<file path="config.mk">
export PLATFORM = sky130hd
export DESIGN_NAME = humidity_temp_frame_convert
export DESIGN_NICKNAME = d
export VERILOG_FILES = /design/src/rtl/htfc_pkg.sv /design/src/rtl/htfc_frame.sv /design/src/rtl/htfc_calc.sv /design/src/rtl/humidity_temp_frame_convert.sv
export SDC_FILE = /design/constraint.sdc
export NUM_CORES = 1
export LEC_CHECK = 0
export BUFFER_PORTS_ARGS = -buffer_cell sky130_fd_sc_hd__buf_2
export CAP_MARGIN = 5
export CELL_PAD_IN_SITES_DETAIL_PLACEMENT = 1
export CELL_PAD_IN_SITES_GLOBAL_PLACEMENT = 1
export CORE_UTILIZATION = 48
export DETAILED_ROUTE_END_ITERATION = 10
export PLACE_DENSITY = 0.83
export SETUP_SLACK_MARGIN = 0.15
export SLEW_MARGIN = 0
export SYNTH_ARGS = -nofsm -noshare
export SYNTH_HDL_FRONTEND = slang
export SYNTH_SLANG_ARGS = --single-unit
</file>
<file path="constraint.sdc">
create_clock -name clk -period 7.25 [get_ports clk]
set_input_delay 1.0875 -clock clk [delete_from_list [all_inputs] [get_ports clk]]
set_output_delay 1.0875 -clock clk [all_outputs]
set_load 0.005 [all_outputs]
</file>
<file path="src/rtl/htfc_pkg.sv">
// Shared types, codes and constants for the humidity/temperature frame converter.
`timescale 1ns / 1ps

package htfc_pkg;

	localparam int FRAME_DEPTH = 6;
	localparam int POS_W       = 3;
	localparam int RAW_W       = 20;
	localparam int SUM_W       = 35;
	localparam int HEAT_W      = 9;
	localparam int CFG_DATA_W  = 11;

	// Conversion coefficients and rounding offsets, per sensor kind.
	localparam logic [14:0] K0_TEMP_MUL  = 15'd20000;
	localparam logic [14:0] K0_HUMID_MUL = 15'd10000;
	localparam logic [14:0] K1_TEMP_MUL  = 15'd17500;
	localparam logic [14:0] K1_HUMID_MUL = 15'd12500;
	localparam logic [SUM_W-1:0] K0_ROUND = SUM_W'(524288);
	localparam logic [SUM_W-1:0] K1_ROUND = SUM_W'(32767);
	localparam logic [16:0] K1_DIVISOR   = 17'd65535;

	localparam logic signed [15:0] K0_TEMP_OFS  = 16'sd5000;
	localparam logic signed [15:0] K1_TEMP_OFS  = 16'sd4500;
	localparam logic signed [15:0] K1_HUMID_OFS = 16'sd600;
	localparam logic signed [15:0] HUMID_MAX    = 16'sd10000;

	localparam logic [6:0]  PCT_MAX    = 7'd100;
	localparam logic [8:0]  HEAT_BASE  = 9'd150;
	localparam logic [12:0] RECIP_TEN  = 13'd6554;

	localparam logic signed [16:0] TEMP_LOW  = -17'sd2000;
	localparam logic signed [16:0] TEMP_HIGH = 17'sd7000;

	typedef enum logic [1:0] {
		CFG_SENSOR_KIND = 2'd0,
		CFG_BRIGHTNESS  = 2'd1,
		CFG_TEMP_TRIM   = 2'd2
	} htfc_cfg_t;

	typedef enum logic [1:0] {
		ST_OK          = 2'd0,
		ST_BUSY        = 2'd1,
		ST_IMPLAUSIBLE = 2'd2
	} htfc_status_t;

	typedef struct packed {
		logic [7:0] rx_byte;
		logic       frame_start;
	} htfc_in_t;

	typedef struct packed {
		logic signed [14:0] temp_centi;
		logic [13:0]        humid_centi;
		htfc_status_t       status;
	} htfc_out_t;

	// Raw sensor words of one finished frame.
	typedef struct packed {
		logic             kind;
		logic             busy;
		logic [RAW_W-1:0] raw_temp;
		logic [RAW_W-1:0] raw_humid;
	} htfc_raw_t;

	// Scaled, rounded products ahead of the final divide and correction.
	typedef struct packed {
		logic              kind;
		logic              busy;
		logic [SUM_W-1:0]  temp_sum;
		logic [SUM_W-1:0]  humid_sum;
		logic [HEAT_W-1:0] heat;
	} htfc_prod_t;

endpackage

</file>
<file path="src/rtl/htfc_frame.sv">
// Frame assembly: byte position counter, frame byte buffer and raw word extraction.
`timescale 1ns / 1ps

module htfc_frame import htfc_pkg::*; (
	input  logic      clk,
	input  logic      arst_n,
	input  logic      take,
	input  htfc_in_t  in_data,
	input  logic      kind,
	output logic      done,
	output htfc_raw_t raw
);

	logic [POS_W-1:0] pos_q;
	logic [POS_W-1:0] pos_cur;
	logic [POS_W-1:0] pos_last;
	logic [7:0]       buf_q [FRAME_DEPTH];

	assign pos_cur  = in_data.frame_start ? '0 : pos_q;
	assign pos_last = kind ? POS_W'(5) : POS_W'(6);
	assign done     = (pos_cur >= pos_last);

	always_ff @(posedge clk or negedge arst_n) begin
		if (!arst_n) begin
			pos_q <= '0;
		end else if (take) begin
			pos_q <= done ? '0 : pos_cur + POS_W'(1);
		end
	end

	// CRC byte at the end of a 7-byte frame is not kept.
	always_ff @(posedge clk) begin
		if (take && (pos_cur < POS_W'(FRAME_DEPTH))) begin
			buf_q[pos_cur] <= in_data.rx_byte;
		end
	end

	always_comb begin
		raw.kind = kind;
		raw.busy = !kind && buf_q[0][7];
		if (!kind) begin
			raw.raw_humid = {buf_q[1], buf_q[2], buf_q[3][7:4]};
			raw.raw_temp  = {buf_q[3][3:0], buf_q[4], buf_q[5]};
		end else begin
			raw.raw_temp  = {4'b0, buf_q[0], buf_q[1]};
			raw.raw_humid = {4'b0, buf_q[3], buf_q[4]};
		end
	end

endmodule

</file>
<file path="src/rtl/htfc_calc.sv">
// Final scaling: divide/shift, offsets, self-heating correction, clamp and status.
`timescale 1ns / 1ps

module htfc_calc import htfc_pkg::*; (
	input  htfc_prod_t         prod,
	input  logic signed [10:0] trim,
	output htfc_out_t          res
);

	logic [14:0]        t0_q;
	logic [14:0]        h0_q;
	logic [14:0]        t1_q0;
	logic [14:0]        h1_q0;
	logic [16:0]        t1_rem;
	logic [16:0]        h1_rem;
	logic [14:0]        t1_q;
	logic [14:0]        h1_q;
	logic signed [15:0] t_base;
	logic signed [15:0] h_raw;
	logic [13:0]        humid;
	logic signed [16:0] temp;

	always_comb begin
		// Kind 0: divide by 2^20 is a shift.
		t0_q = prod.temp_sum[34:20];
		h0_q = prod.humid_sum[34:20];

		// Kind 1: divide by 65535, one correction step since remainder stays below twice it.
		t1_q0  = prod.temp_sum[30:16];
		h1_q0  = prod.humid_sum[30:16];
		t1_rem = 17'(prod.temp_sum[15:0]) + 17'(t1_q0);
		h1_rem = 17'(prod.humid_sum[15:0]) + 17'(h1_q0);
		t1_q   = t1_q0 + 15'(t1_rem >= K1_DIVISOR);
		h1_q   = h1_q0 + 15'(h1_rem >= K1_DIVISOR);

		if (!prod.kind) begin
			t_base = $signed({1'b0, t0_q}) - K0_TEMP_OFS;
			h_raw  = $signed({1'b0, h0_q});
		end else begin
			t_base = $signed({1'b0, t1_q}) - K1_TEMP_OFS;
			h_raw  = $signed({1'b0, h1_q}) - K1_HUMID_OFS;
		end

		if (h_raw < 16'sd0) begin
			humid = '0;
		end else if (h_raw > HUMID_MAX) begin
			humid = 14'(HUMID_MAX);
		end else begin
			humid = h_raw[13:0];
		end

		temp = 17'(t_base) - $signed({8'b0, prod.heat}) + 17'(trim);

		if (prod.busy) begin
			res.temp_centi  = '0;
			res.humid_centi = '0;
			res.status      = ST_BUSY;
		end else begin
			res.temp_centi  = temp[14:0];
			res.humid_centi = humid;
			res.status      = (temp > TEMP_LOW && temp < TEMP_HIGH) ? ST_OK : ST_IMPLAUSIBLE;
		end
	end

endmodule

</file>
<file path="src/rtl/humidity_temp_frame_convert.sv">
// Top level: handshakes, configuration registers and the conversion pipeline.
// Takes one byte per cycle while in_stall is low; bytes that do not end a frame give no result.
// The result of a frame appears on out_valid once its last byte is taken and has passed
// the raw word register, then the product and output registers; the pipeline may take
// a new frame before the last one has left it.
// The constant-coefficient multiply sets the product stage; divide and correction fill the last.
// Reset clears the byte position, pipeline valids and registers to kind 0, 0 pct, no trim.
`timescale 1ns / 1ps

module humidity_temp_frame_convert import htfc_pkg::*; (
	input  logic                  clk,
	input  logic                  arst_n,
	input  logic                  in_valid,
	output logic                  in_stall,
	input  htfc_in_t              in_data,
	output logic                  out_valid,
	input  logic                  out_stall,
	output htfc_out_t             out_data,
	input  logic                  cfg_valid,
	output logic                  cfg_ready,
	input  logic [1:0]            cfg_index,
	input  logic [CFG_DATA_W-1:0] cfg_data
);

	logic               kind_q;
	logic [6:0]         bright_q;
	logic signed [10:0] trim_q;

	logic       in_take;
	logic       frame_done;
	htfc_raw_t  raw;

	logic       valid_s1;
	htfc_raw_t  raw_s1;
	logic       valid_s2;
	htfc_prod_t prod_s2;
	logic       out_valid_q;
	htfc_out_t  out_q;
	htfc_out_t  res;

	logic       out_adv;
	logic       s2_free;
	logic       s1_free;

	logic [6:0]        pct;
	logic [11:0]       heat_num;
	logic [24:0]       heat_scaled;
	logic [HEAT_W-1:0] heat;
	logic [14:0]       temp_mul;
	logic [14:0]       humid_mul;
	logic [SUM_W-1:0]  round_ofs;

	assign cfg_ready = 1'b1;

	always_ff @(posedge clk or negedge arst_n) begin
		if (!arst_n) begin
			kind_q   <= 1'b0;
			bright_q <= '0;
			trim_q   <= '0;
		end else if (cfg_valid && cfg_ready) begin
			case (cfg_index)
				CFG_SENSOR_KIND: kind_q   <= cfg_data[0];
				CFG_BRIGHTNESS:  bright_q <= cfg_data[6:0];
				CFG_TEMP_TRIM:   trim_q   <= $signed(cfg_data);
				default: ;
			endcase
		end
	end

	// Each stage advances when the one ahead frees up, so bubbles collapse.
	assign out_adv  = !out_valid_q || !out_stall;
	assign s2_free  = !valid_s2 || out_adv;
	assign s1_free  = !valid_s1 || s2_free;
	assign in_stall = !s1_free;
	assign in_take  = in_valid && !in_stall;

	htfc_frame u_frame (
		.clk     (clk),
		.arst_n  (arst_n),
		.take    (in_take),
		.in_data (in_data),
		.kind    (kind_q),
		.done    (frame_done),
		.raw     (raw)
	);

	always_ff @(posedge clk or negedge arst_n) begin
		if (!arst_n) begin
			valid_s1    <= 1'b0;
			valid_s2    <= 1'b0;
			out_valid_q <= 1'b0;
		end else begin
			if (s1_free) begin
				valid_s1 <= in_take && frame_done;
			end
			if (s2_free) begin
				valid_s2 <= valid_s1;
			end
			if (out_adv) begin
				out_valid_q <= valid_s2;
			end
		end
	end

	// Self-heating: 150 + round(320 * pct / 100) = 150 + (32 * pct + 5) / 10.
	always_comb begin
		pct         = (bright_q > PCT_MAX) ? PCT_MAX : bright_q;
		heat_num    = {pct, 5'b0} + 12'd5;
		heat_scaled = 25'(heat_num) * 25'(RECIP_TEN);
		heat        = HEAT_BASE + heat_scaled[24:16];
		temp_mul    = raw_s1.kind ? K1_TEMP_MUL : K0_TEMP_MUL;
		humid_mul   = raw_s1.kind ? K1_HUMID_MUL : K0_HUMID_MUL;
		round_ofs   = raw_s1.kind ? K1_ROUND : K0_ROUND;
	end

	always_ff @(posedge clk) begin
		if (s1_free && in_take && frame_done) begin
			raw_s1 <= raw;
		end
		if (s2_free && valid_s1) begin
			prod_s2.kind      <= raw_s1.kind;
			prod_s2.busy      <= raw_s1.busy;
			prod_s2.temp_sum  <= SUM_W'(raw_s1.raw_temp) * SUM_W'(temp_mul) + round_ofs;
			prod_s2.humid_sum <= SUM_W'(raw_s1.raw_humid) * SUM_W'(humid_mul) + round_ofs;
			prod_s2.heat      <= heat;
		end
		if (out_adv && valid_s2) begin
			out_q <= res;
		end
	end

	htfc_calc u_calc (
		.prod (prod_s2),
		.trim (trim_q),
		.res  (res)
	);

	assign out_valid = out_valid_q;
	assign out_data  = out_q;

endmodule
</file>
==> results of run 1 <==
-- per-stage QoR --
stage          std cells  hold slack, ps
2_1_floorplan       2548             400
3_3_place_gp        3341             485
3_5_place_dp        3341             495
4_1_cts             3395             513
5_1_grt             3410             538
6_report            3410             508
-- worst paths after layout --
check / to / cells after the start
max: out_data[1] / 31
min: valid_s2 / 1
max reg2reg: out_data[1] / 31
min reg2reg: valid_s2 / 1
max in group asynchronous: u_frame.pos_q[1] / 1
min in group asynchronous: bright_q[6] / 1
-- layout make-up --
type	count	share of cell area, %
Clock buffer	36	2.62
Tap cell	748	3.17
Multi-Input combinational cell	1821	63.0
Inverter	445	5.66
Timing Repair Buffer	125	2.86
Sequential cell	223	22.3
Clock inverter	12	0.411
-- power breakdown --
group          switching, W  internal (W)  total [W]  leakage [nW]
Combinational       0.00498       0.00361    0.00858          11.5
Sequential         0.000110       0.00192    0.00203          2.10
Clock              0.000571      0.000816    0.00139         0.439
-- kinds of logic after synthesis --
kind of cell    count (synthesis)
fa+ha+maj                     724
xor+xnor                      148
simple gates                  503
compound gates                379
flops                         223
mux                            63
buf+inv                       505
other cells                     2
-- synth_stat cells (all sizes together), types with 36 or more instances --
| master | instances |
|---|---|
| xor2 | 49 |
| nor2b | 46 |
| nand3 | 36 |
| mux2 | 54 |
| o21ai | 82 |
| xnor2 | 99 |
| and2 | 52 |
| nor2 | 107 |
| a21o | 43 |
| edfxtp | 198 |
| fa | 277 |
| clkbuf | 54 |
| a21oi | 105 |
| nand2 | 98 |
| ha | 447 |
| inv | 444 |
-- per-layer routing --
layer | GRT usage, % | up-vias | routed length, microns
met3 | 2.92 | 203 | 2640
met2 | 48.5 | 440 | 38900
met4 | 9.09 | 0 | 3150
li1 | - | 8846 | -
met5 | 0 | - | 0
met1 | 29.3 | 9746 | 29200
-- repair_timing --
action | 4_1_cts | 5_1_grt
endpoints found under the setup margin | 12 | 25
gates resized for setup | 30 | 50
pin swaps | 23 | 39
gates cloned | 0 | 2
buffers inserted | 6 | 13
-- worst max-delay path: cells and delay by family (launching register included) --
family / cells / cell delay, ps
buffers and inverters: 5 / 650
DFF: 1 / 450
and+or+nand+nor: 6 / 1620
AOI/OAI and AO/OA: 13 / 2750
xor gates and xnor gates: 2 / 270
adders and majority gates: 5 / 1300
-- registers in the layout, indices dropped and copies added (netlist names) --
signal         count
raw_s1            42
kind_q             1
out_valid          1
trim_q            11
bright_q           7
prod_s2           77
valid_s1           1
valid_s2           1
out_data          31
u_frame.pos_q      3
u_frame.buf_q     48
==> results.txt, run 1 <==
----------------------------------------------------
[Logic synthesis]
  Synth Area in XOR/XNOR ... 4.85%
  Sequential element share of the synthesized area ... 24.6%
  Number of enable flip-flop cells after synthesis ... 198
  Ranking of synthesized cells by area ... sky130_fd_sc_hd__edfxtp_1 (22%), sky130_fd_sc_hd__ha_1 (21%), sky130_fd_sc_hd__fa_1 (21%)
  Area fraction in and, or, nand and nor cells after synthesis ... 9.78%
  Synth Area per Inst ... 10.5 sq um
  Adder and majority gate portion of the synthesized area ... 41.7%
  Fraction of synthesized area in multiplexers ... 2.63%
  Cell type contributing the most total cell area after synthesis ... sky130_fd_sc_hd__edfxtp_1
  Number of synthesized register bits ... 223
  Area fraction in compound gates after synthesis ... 9.24%
  Number of warnings printed during yosys synthesis ... 0
  Primary flip-flop cell chosen by synthesis mapping ... sky130_fd_sc_hd__edfxtp_1
  Post-synthesis instance area ... 0.0267 sq mm
  Distinct cell type count of the synthesized netlist ... 83
  Largest family of logic cells by synthesized area ... adder cells
  Cells after Synth ... 2547
  Share of synthesized registers carrying an async set or reset ... 11.2%
  Share of Yosys cell area claimed by the top area cell type ... 22.3%

[Power]
  Maximum resistive drop on vdd ... 0.000259 V
  Total power density per cell area ... 407 mW/mm^2
  Leakage Power ... 14.1 nW
  Overall power after layout ... 0.0120 W

[Floorplan]
  Total I/O pin count ... 61
  Chip Height ... 238 microns
  Initial Utilization ... 48.6%
  Die footprint ... 0.0566 sq mm
  Number of placement rows ... 86
  Area of the core region ... 0.0550 sq mm
  Die X-Extent ... 238 microns

[STA]
  Post-route worst setup slack ... -49.9 ps
  Final Hold Fails ... 0
  Post-route clock period utilization ... 101%
  Minimum clock period after layout ... 7300 ps
  RSZ-0062 raised after global routing ... yes
  Transition time at the pin with the least slew margin ... 1270 ps
  Total Neg Setup Slack ... -49.9 ps
  Worst max-slew margin expressed relative to the limit ... 15.2%
  Max Clock Skew ... 26.5 ps
  Total count of max-transition violations in the final report ... 0
  Maximum clock frequency ... 137 MHz
  Final setup violation count ... 1

[Clock network]
  Buffer type at the clock tree root ... sky130_fd_sc_hd__clkbuf_16
  Latest clock arrival within the worst-skew pair ... 580 ps
  Number of H-tree branching levels ... 1
  Clock Pin Slew Worst Setup and Hold Paths ... 60 ps
  Clock tree from TritonCTS ... yes
  Number of buffers between clock root and the deepest sink ... 3
  Number of buffers inserted for hold repair after clock tree synthesis ... 0
  Clock buffers created by TritonCTS ... 26
  Total clock sinks ... 223

[Layout]
  Layout filler cell count ... 5945
  Leading cell types in the layout, fill and taps excluded ... sky130_fd_sc_hd__inv_1 (440), sky130_fd_sc_hd__ha_1 (438), sky130_fd_sc_hd__fa_1 (276), sky130_fd_sc_hd__edfxtp_1 (198), sky130_fd_sc_hd__nor2_1 (101)
  Area of all placed cells without fillers ... 0.0295 sq mm
  Sequential cell area in the final layout ... 0.00657 sq mm
  Layout Nets ... 3393
  Relative area change from synthesis to final layout ... 10.5%
  Area used by multi-input combinational logic ... 0.0186 sq mm
  Fraction of layout cells with a size suffix above 1 ... 12.2%
  Most common library cell in the layout ignoring fill and taps ... sky130_fd_sc_hd__inv_1
  Ant diodes ... 0
  Post-layout utilization of the core ... 53.7%

[Route]
  Residual antenna-violating net count after detailed routing ... 0
  TritonRoute pass-1 iters ... 5
  Post-detailed-route wirelength per cell ... 21.7 microns
  Via count ... 19200
  Post-detailed-route DRC marker count ... 0
  Number of vias per cell ... 5.64
  Starting DRT DRC Count ... 836
  Routed Wire Length ... 73800 microns

[Place]
  Count of buffers from port buffering ... 59
  Weighted congestion reported at the end of routability-driven placement ... 0.893
  Pre-CTS WS ... -479 ps
  Cell area after placement ... 0.0281 sq mm
  Detailed placement HPWL ... 58200 microns

[Worst setup path]
  Crit. Startpoint ... prod_s2[45]
  Critical path type ... reg2reg
  Required time reported for the critical path endpoint ... 7570 ps
  Slowest stage cell, crit path ... sky130_fd_sc_hd__or4b_1
  Maximum fanout encountered on the critical timing path ... 4
  Worst path arrival time ... 7620 ps
  CP peak stage delay ... 500 ps
  Reg2Reg Setup Slack ... -50 ps
  CP startpoint kind ... flip-flop
  Critical path capture point type ... flip-flop
  Start of the worst register-to-register path ... prod_s2[45]
  CP most frequent cell ... sky130_fd_sc_hd__buf_4

[Hold path]
  Worst hold path type ... reg2reg
  Origin of the worst min-delay path ... valid_s1

[Global routing]
  Total gr overflow ... 0
  Maximum number of pins on one net before global-route repair ... 55
  Gr usage total ... 25.5%
  First-pass GRT wire length ... 115000 microns
  Vias in the first global route ... 22200
  Antenna violations before repair ... 0

[Run status]
  Status ... finished, violations left
  Failing checks ... negative setup slack

[Run]
  Max-Cap Viols ... 0

----------------------------------------------------
(Power assumes the default switching activity.)
==> run 2, diff against run 1 <==
CORE_UTILIZATION = 57   (was 48)
PLACE_DENSITY = 0.92   (was 0.83)
clock period = 8.5 ns   (was 7.25 ns; I/O delays follow)
==> run 2 against run 1 <==
The run now ends clean. Critical path depth is 3 lower. Global-route usage is 11 points higher. Final cell count is 6.0% lower. Non-clock buffer count is 54 lower. Die area is 16% lower. Via count is 6.4% higher. Hold slack better by 11 ps. Critical endpoint unchanged.
==> results.txt, run 2 (synthesis gave the netlist of run 1 again) <==
----------------------------------------------------
[Worst setup path]
  Depth of the critical timing path with buffers and inverters included ... 28 (was 31)
  Critical path capture point ... out_data[1] (unchanged)
  Start of the worst register-to-register path ... prod_s2[61] (was prod_s2[45])
  CP startpoint kind ... flip-flop (unchanged)
  Count of buffering cells on the critical path with inverters included ... 0 (was 5)
  Required time reported for the critical path endpoint ... 8820 ps (was 7570 ps)
  Crit. Startpoint ... prod_s2[61] (was prod_s2[45])
  Gate family responsible for the most delay along the worst path ... compound AO/OA/AOI/OAI gates (unchanged)
  Depth of the worst register-to-register path ... 28 (was 31)
  CP most frequent cell ... sky130_fd_sc_hd__ha_1 (was sky130_fd_sc_hd__buf_4)
  CP peak stage delay ... 540 ps (was 500 ps)
  Worst path arrival time ... 8270 ps (was 7620 ps)
  Worst reg2reg endpoint ... out_data[1] (unchanged)
  Slowest stage cell, crit path ... sky130_fd_sc_hd__or4b_1 (unchanged)
  Maximum fanout encountered on the critical timing path ... 6 (was 4)
  Reg2Reg Setup Slack ... 550 ps (was -50 ps)
  Critical path type ... reg2reg (unchanged)
  Critical path capture point type ... flip-flop (unchanged)

[Route]
  TritonRoute pass-1 iters ... 5 (unchanged)
  Routed Wire Length ... 85600 microns (was 73800 microns)
  Post-detailed-route DRC marker count ... 0 (unchanged)
  Post-detailed-route wirelength per cell ... 26.7 microns (was 21.7 microns)
  Via count ... 20500 (was 19200)
  Residual antenna-violating net count after detailed routing ... 0 (unchanged)
  Number of vias per cell ... 6.38 (was 5.64)
  Starting DRT DRC Count ... 1509 (was 836)

[Place]
  Detailed placement HPWL ... 64800 microns (was 58200 microns)
  Count of buffers from port buffering ... 59 (unchanged)
  Pre-CTS WS ... 277 ps (was -479 ps)
  Weighted congestion reported at the end of routability-driven placement ... 0.901 (was 0.893)

[Run]
  Max-Cap Viols ... 0 (unchanged)

[Global routing]
  First-pass GRT wire length ... 134000 microns (was 115000 microns)
  Maximum number of pins on one net before global-route repair ... 78 (was 55)
  Gr usage total ... 36.7% (was 25.5%)
  Vias in the first global route ... 23600 (was 22200)
  Total gr overflow ... 0 (unchanged)
  Antenna violations before repair ... 2 (was 0)

[Layout]
  Fraction of layout cells with a size suffix above 1 ... 7.91% (was 12.2%)
  Largest registers ... prod_s2 x77, u_frame.buf_q x48, raw_s1 x42 (unchanged)
  Layout Nets ... 3338 (was 3393)
  Relative area change from synthesis to final layout ... 6.60% (was 10.5%)
  Flip-flop count of the largest register, all copies and words added ... 77 (unchanged)
  Leading cell types in the layout, fill and taps excluded ... sky130_fd_sc_hd__ha_1 (447), sky130_fd_sc_hd__inv_1 (444), sky130_fd_sc_hd__fa_1 (277), sky130_fd_sc_hd__edfxtp_1 (198), sky130_fd_sc_hd__nor2_1 (106) (was sky130_fd_sc_hd__inv_1 (440), sky130_fd_sc_hd__ha_1 (438), sky130_fd_sc_hd__fa_1 (276), sky130_fd_sc_hd__edfxtp_1 (198), sky130_fd_sc_hd__nor2_1 (101))
  Most common library cell in the layout ignoring fill and taps ... sky130_fd_sc_hd__ha_1 (was sky130_fd_sc_hd__inv_1)
  Reg with most FFs ... prod_s2 (unchanged)
  Layout filler cell count ... 4843 (was 5945)

[Floorplan]
  Chip Height ... 218 microns (was 238 microns)
  Area of the core region ... 0.0458 sq mm (was 0.0550 sq mm)
  Die footprint ... 0.0477 sq mm (was 0.0566 sq mm)
  Number of placement rows ... 78 (was 86)
  Initial Utilization ... 58.4% (was 48.6%)
  Total I/O pin count ... 61 (unchanged)
  Die X-Extent ... 218 microns (was 238 microns)

[STA]
  Final worst hold slack ... 520 ps (was 508 ps)
  Final setup violation count ... 0 (was 1)
  Post-route clock period utilization ... 93.6% (was 101%)
  Post-route worst setup slack ... 548 ps (was -49.9 ps)
  Total Neg Setup Slack ... 0 ps (was -49.9 ps)
  Worst max-slew margin expressed relative to the limit ... 16.7% (was 15.2%)
  Max Clock Skew ... 15.7 ps (was 26.5 ps)
  Maximum clock frequency ... 126 MHz (was 137 MHz)
  Final Hold Fails ... 0 (unchanged)
  Transition time at the pin with the least slew margin ... 1250 ps (was 1270 ps)
  Minimum clock period after layout ... 7950 ps (was 7300 ps)
  Total count of max-transition violations in the final report ... 0 (unchanged)
  RSZ-0062 raised after global routing ... no (was yes)

[Power]
  Leakage Power ... 13.7 nW (was 14.1 nW)
  Total power density per cell area ... 373 mW/mm^2 (was 407 mW/mm^2)
  Maximum resistive drop on vdd ... 0.000266 V (was 0.000259 V)

[Clock network]
  Clock buffers created by TritonCTS ... 26 (unchanged)
  Number of buffers inserted for hold repair after clock tree synthesis ... 0 (unchanged)
  Total clock sinks ... 223 (unchanged)
  Clock tree from TritonCTS ... yes (unchanged)
  Clock Pin Slew Worst Setup and Hold Paths ... 70 ps (was 60 ps)
  Postcts setup bufs ... 0 (was 6)
  Number of buffers between clock root and the deepest sink ... 3 (unchanged)
  Latest clock arrival within the worst-skew pair ... 570 ps (was 580 ps)
  Buffer type at the clock tree root ... sky130_fd_sc_hd__clkbuf_16 (unchanged)
  Number of H-tree branching levels ... 1 (unchanged)

[Hold path]
  Worst hold path type ... reg2reg (unchanged)

[Run status]
  Status ... completed (was finished, violations left)

----------------------------------------------------
## run 2: metal layers
| layer | track usage, % | share of wire (%) |
|---|---|---|
| met1 | 40.9 | 37 |
| met2 | 65.1 | 50 |
| met3 | 6.42 | 5.8 |
| met4 | 22.3 | 6.9 |
| met5 | 0 | 0 |
## run 2: per-stage QoR
step | util, % | instances | instance area [sq um] | power [W]
CTS | 62.1 | 3205 | 28400 | 0.0104
detailed placement | 60.4 | 3159 | 27600 | 0.00896
global placement | 60.4 | 3159 | 27600 | 0.00794
finish | 62.2 | 3207 | 28500 | 0.0106
global route | 62.2 | 3205 | 28500 | 0.0112
floorplan | - | 2548 | 26700 | 0.00676
## run 2: report_power, final
group	switching (W)	internal, W	leakage (nW)
clock	0.000482	0.000611	0.378
combinational	0.00476	0.00301	11.2
sequential	0.000113	0.00164	2.10
total	0.00535	0.00527	13.7
## run 2: final cells by class
cell class	instances	area (sq um)	area share (%)
well taps	600	751	2.64
repair buffers	71	389	1.37
multi-input cells	1820	18300	64.3
inverters	445	1670	5.87
clock buffers	37	713	2.50
clock inverters	9	76.3	0.268
flip-flops and latches	223	6570	23.1
diodes	2	5.00	0.0176
## run 2: timing repair
item / CTS / global route
resized for setup: 1 / 10
endpoints found under the setup margin: 1 / 4
pin swaps: 0 / 2
cloned: 0 / 0
## run 2: worst min-delay path by stage
stage,cells past startpoint,to,slack [ps],start
final,1,trim_q[5],520,trim_q[5]
after global routing,1,trim_q[5],540,trim_q[5]
after CTS,1,valid_s2,520,valid_s1
after detailed placement,1,trim_q[5],490,trim_q[5]
after global placement,1,valid_s2,480,valid_s1
after floorplan,0,prod_s2[79],400,raw_s1[40]
## run 2: worst register-to-register path: cells and delay by family, from the launching register on
kind | cells | cell delay [ps]
DFF | 1 | 480
xor gates and xnor gates | 2 | 280
AOI/OAI and AO/OA | 14 | 3600
and+or+nand+nor | 7 | 1670
adders and majority gates | 5 | 1670
==> run 3, diff against run 2 <==
CORE_UTILIZATION = 45   (was 57)
PLACE_DENSITY = 0.75   (was 0.92)
==> run 3 against run 2 <==
Clock skew increased by 11 ps. Final cell count increased by 5.2%. First-iteration DRC count is 52% lower. Flip-flop and latch count unchanged. Sequential power barely moved. Sequential share of layout area decreased by 0.23 points. Clock-buffer cell count is 2 lower. Setup slack improved by 110 ps. Non-clock buffer count is the same. Global-route usage is 15 points lower. Die area increased by 26%. Hold slack got worse by 0.89 ps. Critical endpoint unchanged. Largest power group unchanged.
==> results.txt, run 3 (synthesis gave the netlist of run 1 again) <==
----------------------------------------------------
[Clock network]
  Number of buffers between clock root and the deepest sink ... 3 (unchanged)
  Latest clock arrival within the worst-skew pair ... 570 ps (about the same)
  Total clock sinks ... 223 (unchanged)
  Clock Pin Slew Worst Setup and Hold Paths ... 60 ps (was 70 ps)
  Number of buffers inserted for hold repair after clock tree synthesis ... 0 (unchanged)
  Clock tree from TritonCTS ... yes (unchanged)
  Buffer type at the clock tree root ... sky130_fd_sc_hd__clkbuf_16 (unchanged)
  Number of H-tree branching levels ... 1 (unchanged)
  Clock buffers created by TritonCTS ... 27 (was 26)

[Layout]
  Layout Nets ... 3339 (was 3338)
  Post-layout utilization of the core ... 49.5% (was 62.2%)
  Most common library cell in the layout ignoring fill and taps ... sky130_fd_sc_hd__ha_1 (unchanged)
  Largest registers ... prod_s2 x77, u_frame.buf_q x48, raw_s1 x42 (unchanged)
  Area of all placed cells without fillers ... 0.0288 sq mm (was 0.0285 sq mm)
  Fraction of layout cells with a size suffix above 1 ... 8.24% (was 7.91%)
  Relative area change from synthesis to final layout ... 7.66% (was 6.60%)
  Reg with most FFs ... prod_s2 (unchanged)
  Sequential cell area in the final layout ... 0.00657 sq mm (unchanged)
  Layout filler cell count ... 6345 (was 4843)
  Flip-flop count of the largest register, all copies and words added ... 77 (unchanged)
  Area used by multi-input combinational logic ... 0.0183 sq mm (about the same)
  Leading cell types in the layout, fill and taps excluded ... sky130_fd_sc_hd__ha_1 (446), sky130_fd_sc_hd__inv_1 (444), sky130_fd_sc_hd__fa_1 (277), sky130_fd_sc_hd__edfxtp_1 (198), sky130_fd_sc_hd__nor2_1 (106) (was sky130_fd_sc_hd__ha_1 (447), sky130_fd_sc_hd__inv_1 (444), sky130_fd_sc_hd__fa_1 (277), sky130_fd_sc_hd__edfxtp_1 (198), sky130_fd_sc_hd__nor2_1 (106))

[Worst setup path]
  Worst path arrival time ... 8160 ps (was 8270 ps)
  Depth of the worst register-to-register path ... 29 (was 28)
  Required time reported for the critical path endpoint ... 8820 ps (about the same)
  Worst reg2reg endpoint ... out_data[1] (unchanged)
  Slowest stage cell, crit path ... sky130_fd_sc_hd__or4b_1 (unchanged)
  Critical path capture point type ... flip-flop (unchanged)
  CP peak stage delay ... 530 ps (was 540 ps)
  CP startpoint kind ... flip-flop (unchanged)
  Maximum fanout encountered on the critical timing path ... 17 (was 6)
  Reg2Reg Setup Slack ... 650 ps (was 550 ps)
  Start of the worst register-to-register path ... prod_s2[45] (was prod_s2[61])
  Critical path type ... reg2reg (unchanged)

[Global routing]
  Total gr overflow ... 0 (unchanged)
  Maximum number of pins on one net before global-route repair ... 80 (was 78)
  Gr usage total ... 22.0% (was 36.7%)
  Antenna violations before repair ... 0 (was 2)
  First-pass GRT wire length ... 107000 microns (was 134000 microns)
  Vias in the first global route ... 20400 (was 23600)

[Route]
  Post-detailed-route wirelength per cell ... 19.2 microns (was 26.7 microns)
  Residual antenna-violating net count after detailed routing ... 0 (unchanged)
  Via count ... 18200 (was 20500)
  Starting DRT DRC Count ... 717 (was 1509)
  Routed Wire Length ... 64900 microns (was 85600 microns)
  TritonRoute pass-1 iters ... 5 (unchanged)
  Post-detailed-route DRC marker count ... 0 (unchanged)
  Number of vias per cell ... 5.40 (was 6.38)

[STA]
  Worst max-slew margin expressed relative to the limit ... 19.6% (was 16.7%)
  Final worst hold slack ... 519 ps (was 520 ps)
  Max Clock Skew ... 26.9 ps (was 15.7 ps)
  Total count of max-transition violations in the final report ... 0 (unchanged)
  Final setup violation count ... 0 (unchanged)
  Minimum clock period after layout ... 7850 ps (was 7950 ps)
  RSZ-0062 raised after global routing ... no (unchanged)
  Transition time at the pin with the least slew margin ... 1200 ps (was 1250 ps)
  Final Hold Fails ... 0 (unchanged)
  Maximum clock frequency ... 127 MHz (was 126 MHz)
  Total Neg Setup Slack ... 0 ps (unchanged)
  Post-route clock period utilization ... 92.3% (was 93.6%)

[Place]
  Detailed placement HPWL ... 54500 microns (was 64800 microns)
  Weighted congestion reported at the end of routability-driven placement ... 0.862 (was 0.901)
  Count of buffers from port buffering ... 59 (unchanged)
  Cell area after placement ... 0.0278 sq mm (was 0.0276 sq mm)

[Power]
  Maximum resistive drop on vdd ... 0.000336 V (was 0.000266 V)
  Total power density per cell area ... 329 mW/mm^2 (was 373 mW/mm^2)
  Leakage Power ... 13.7 nW (about the same)
  Overall power after layout ... 0.00946 W (was 0.0106 W)

[Hold path]
  Origin of the worst min-delay path ... trim_q[7] (was trim_q[5])
  Capture endpoint of the worst hold path ... trim_q[7] (was trim_q[5])
  Cell depth of the worst hold path ... 1 (unchanged)
  Worst hold path type ... reg2reg (unchanged)

[Floorplan]
  Initial Utilization ... 45.9% (was 58.4%)
  Die X-Extent ... 246 microns (was 218 microns)
  Total I/O pin count ... 61 (unchanged)
  Chip Height ... 246 microns (was 218 microns)
  Number of placement rows ... 88 (was 78)
  Die footprint ... 0.0603 sq mm (was 0.0477 sq mm)
  Area of the core region ... 0.0581 sq mm (was 0.0458 sq mm)

[Run]
  Max-Cap Viols ... 0 (unchanged)

[Run status]
  Status ... completed (unchanged)

----------------------------------------------------
run 3: cell count changes in the layout (fill, tap and decap cells not counted), moves of 2 or more:
cell,change
sky130_fd_sc_hd__inv_4,+2
sky130_fd_sc_hd__clkbuf_1,-5
sky130_fd_sc_hd__inv_6,+4
sky130_fd_sc_hd__clkbuf_8,+2
run 3: through the flow:
step / setup slack (ps) / cells
after global placement: 411 / 3324
after CTS: 195 / 3374
final: 655 / 3375
after floorplan: 957 / 2548
after detailed placement: 218 / 3324
after global routing: 64.3 / 3374
run 3: report_power, final:
| group | switching, W | total, W | internal [W] | leakage, nW |
|---|---|---|---|---|
| registers | 0.000104 | 0.00175 | 0.00164 | 2.10 |
| logic | 0.00373 | 0.00658 | 0.00285 | 11.2 |
| clock network | 0.000483 | 0.00114 | 0.000655 | 0.423 |
| total | 0.00432 | 0.00946 | 0.00515 | 13.7 |
run 3: critical path, delay by kind of cell, from the launching register on:
kind	cells	cell delay [ps]
compound gates	14	3410
xor+xnor	2	280
fa+ha+maj	5	1590
buf+inv	1	240
flops	1	410
simple gates	7	1640
run 3: how the worst max path moves through the flow:
stage	to	slack, ps	start
2_1_floorplan	out_data[1]	960	prod_s2[45]
3_3_place_gp	out_data[1]	410	prod_s2[45]
3_5_place_dp	out_data[1]	220	prod_s2[45]
4_1_cts	out_data[1]	200	prod_s2[60]
5_1_grt	out_data[1]	60	prod_s2[45]
6_report	out_data[1]	650	prod_s2[45]
run 3: area by class of cell:
cell class              count  area share, %
multi-input cells        1820           63.6
flip-flops and latches    223           22.9
inverters                 445           5.81
well taps                 765           3.33
clock buffers              35           2.60
repair buffers             71           1.38
clock inverters            15          0.426
diodes                      1        0.00870
run 3: repair_timing:
| action | in CTS | in global routing |
|---|---|---|
| resized for setup | 0 | 10 |
| setup buffers | 0 | 0 |
| setup endpoints to repair | 0 | 2 |
run 3: layer usage:
metal  wire, microns  track usage [%]  part of all wire (%)
met1           30300             29.2                    47
met2           31800             38.8                    49
met3            1620             2.29                   2.5
met4            1220             4.37                   1.9
met5               0                0                     0
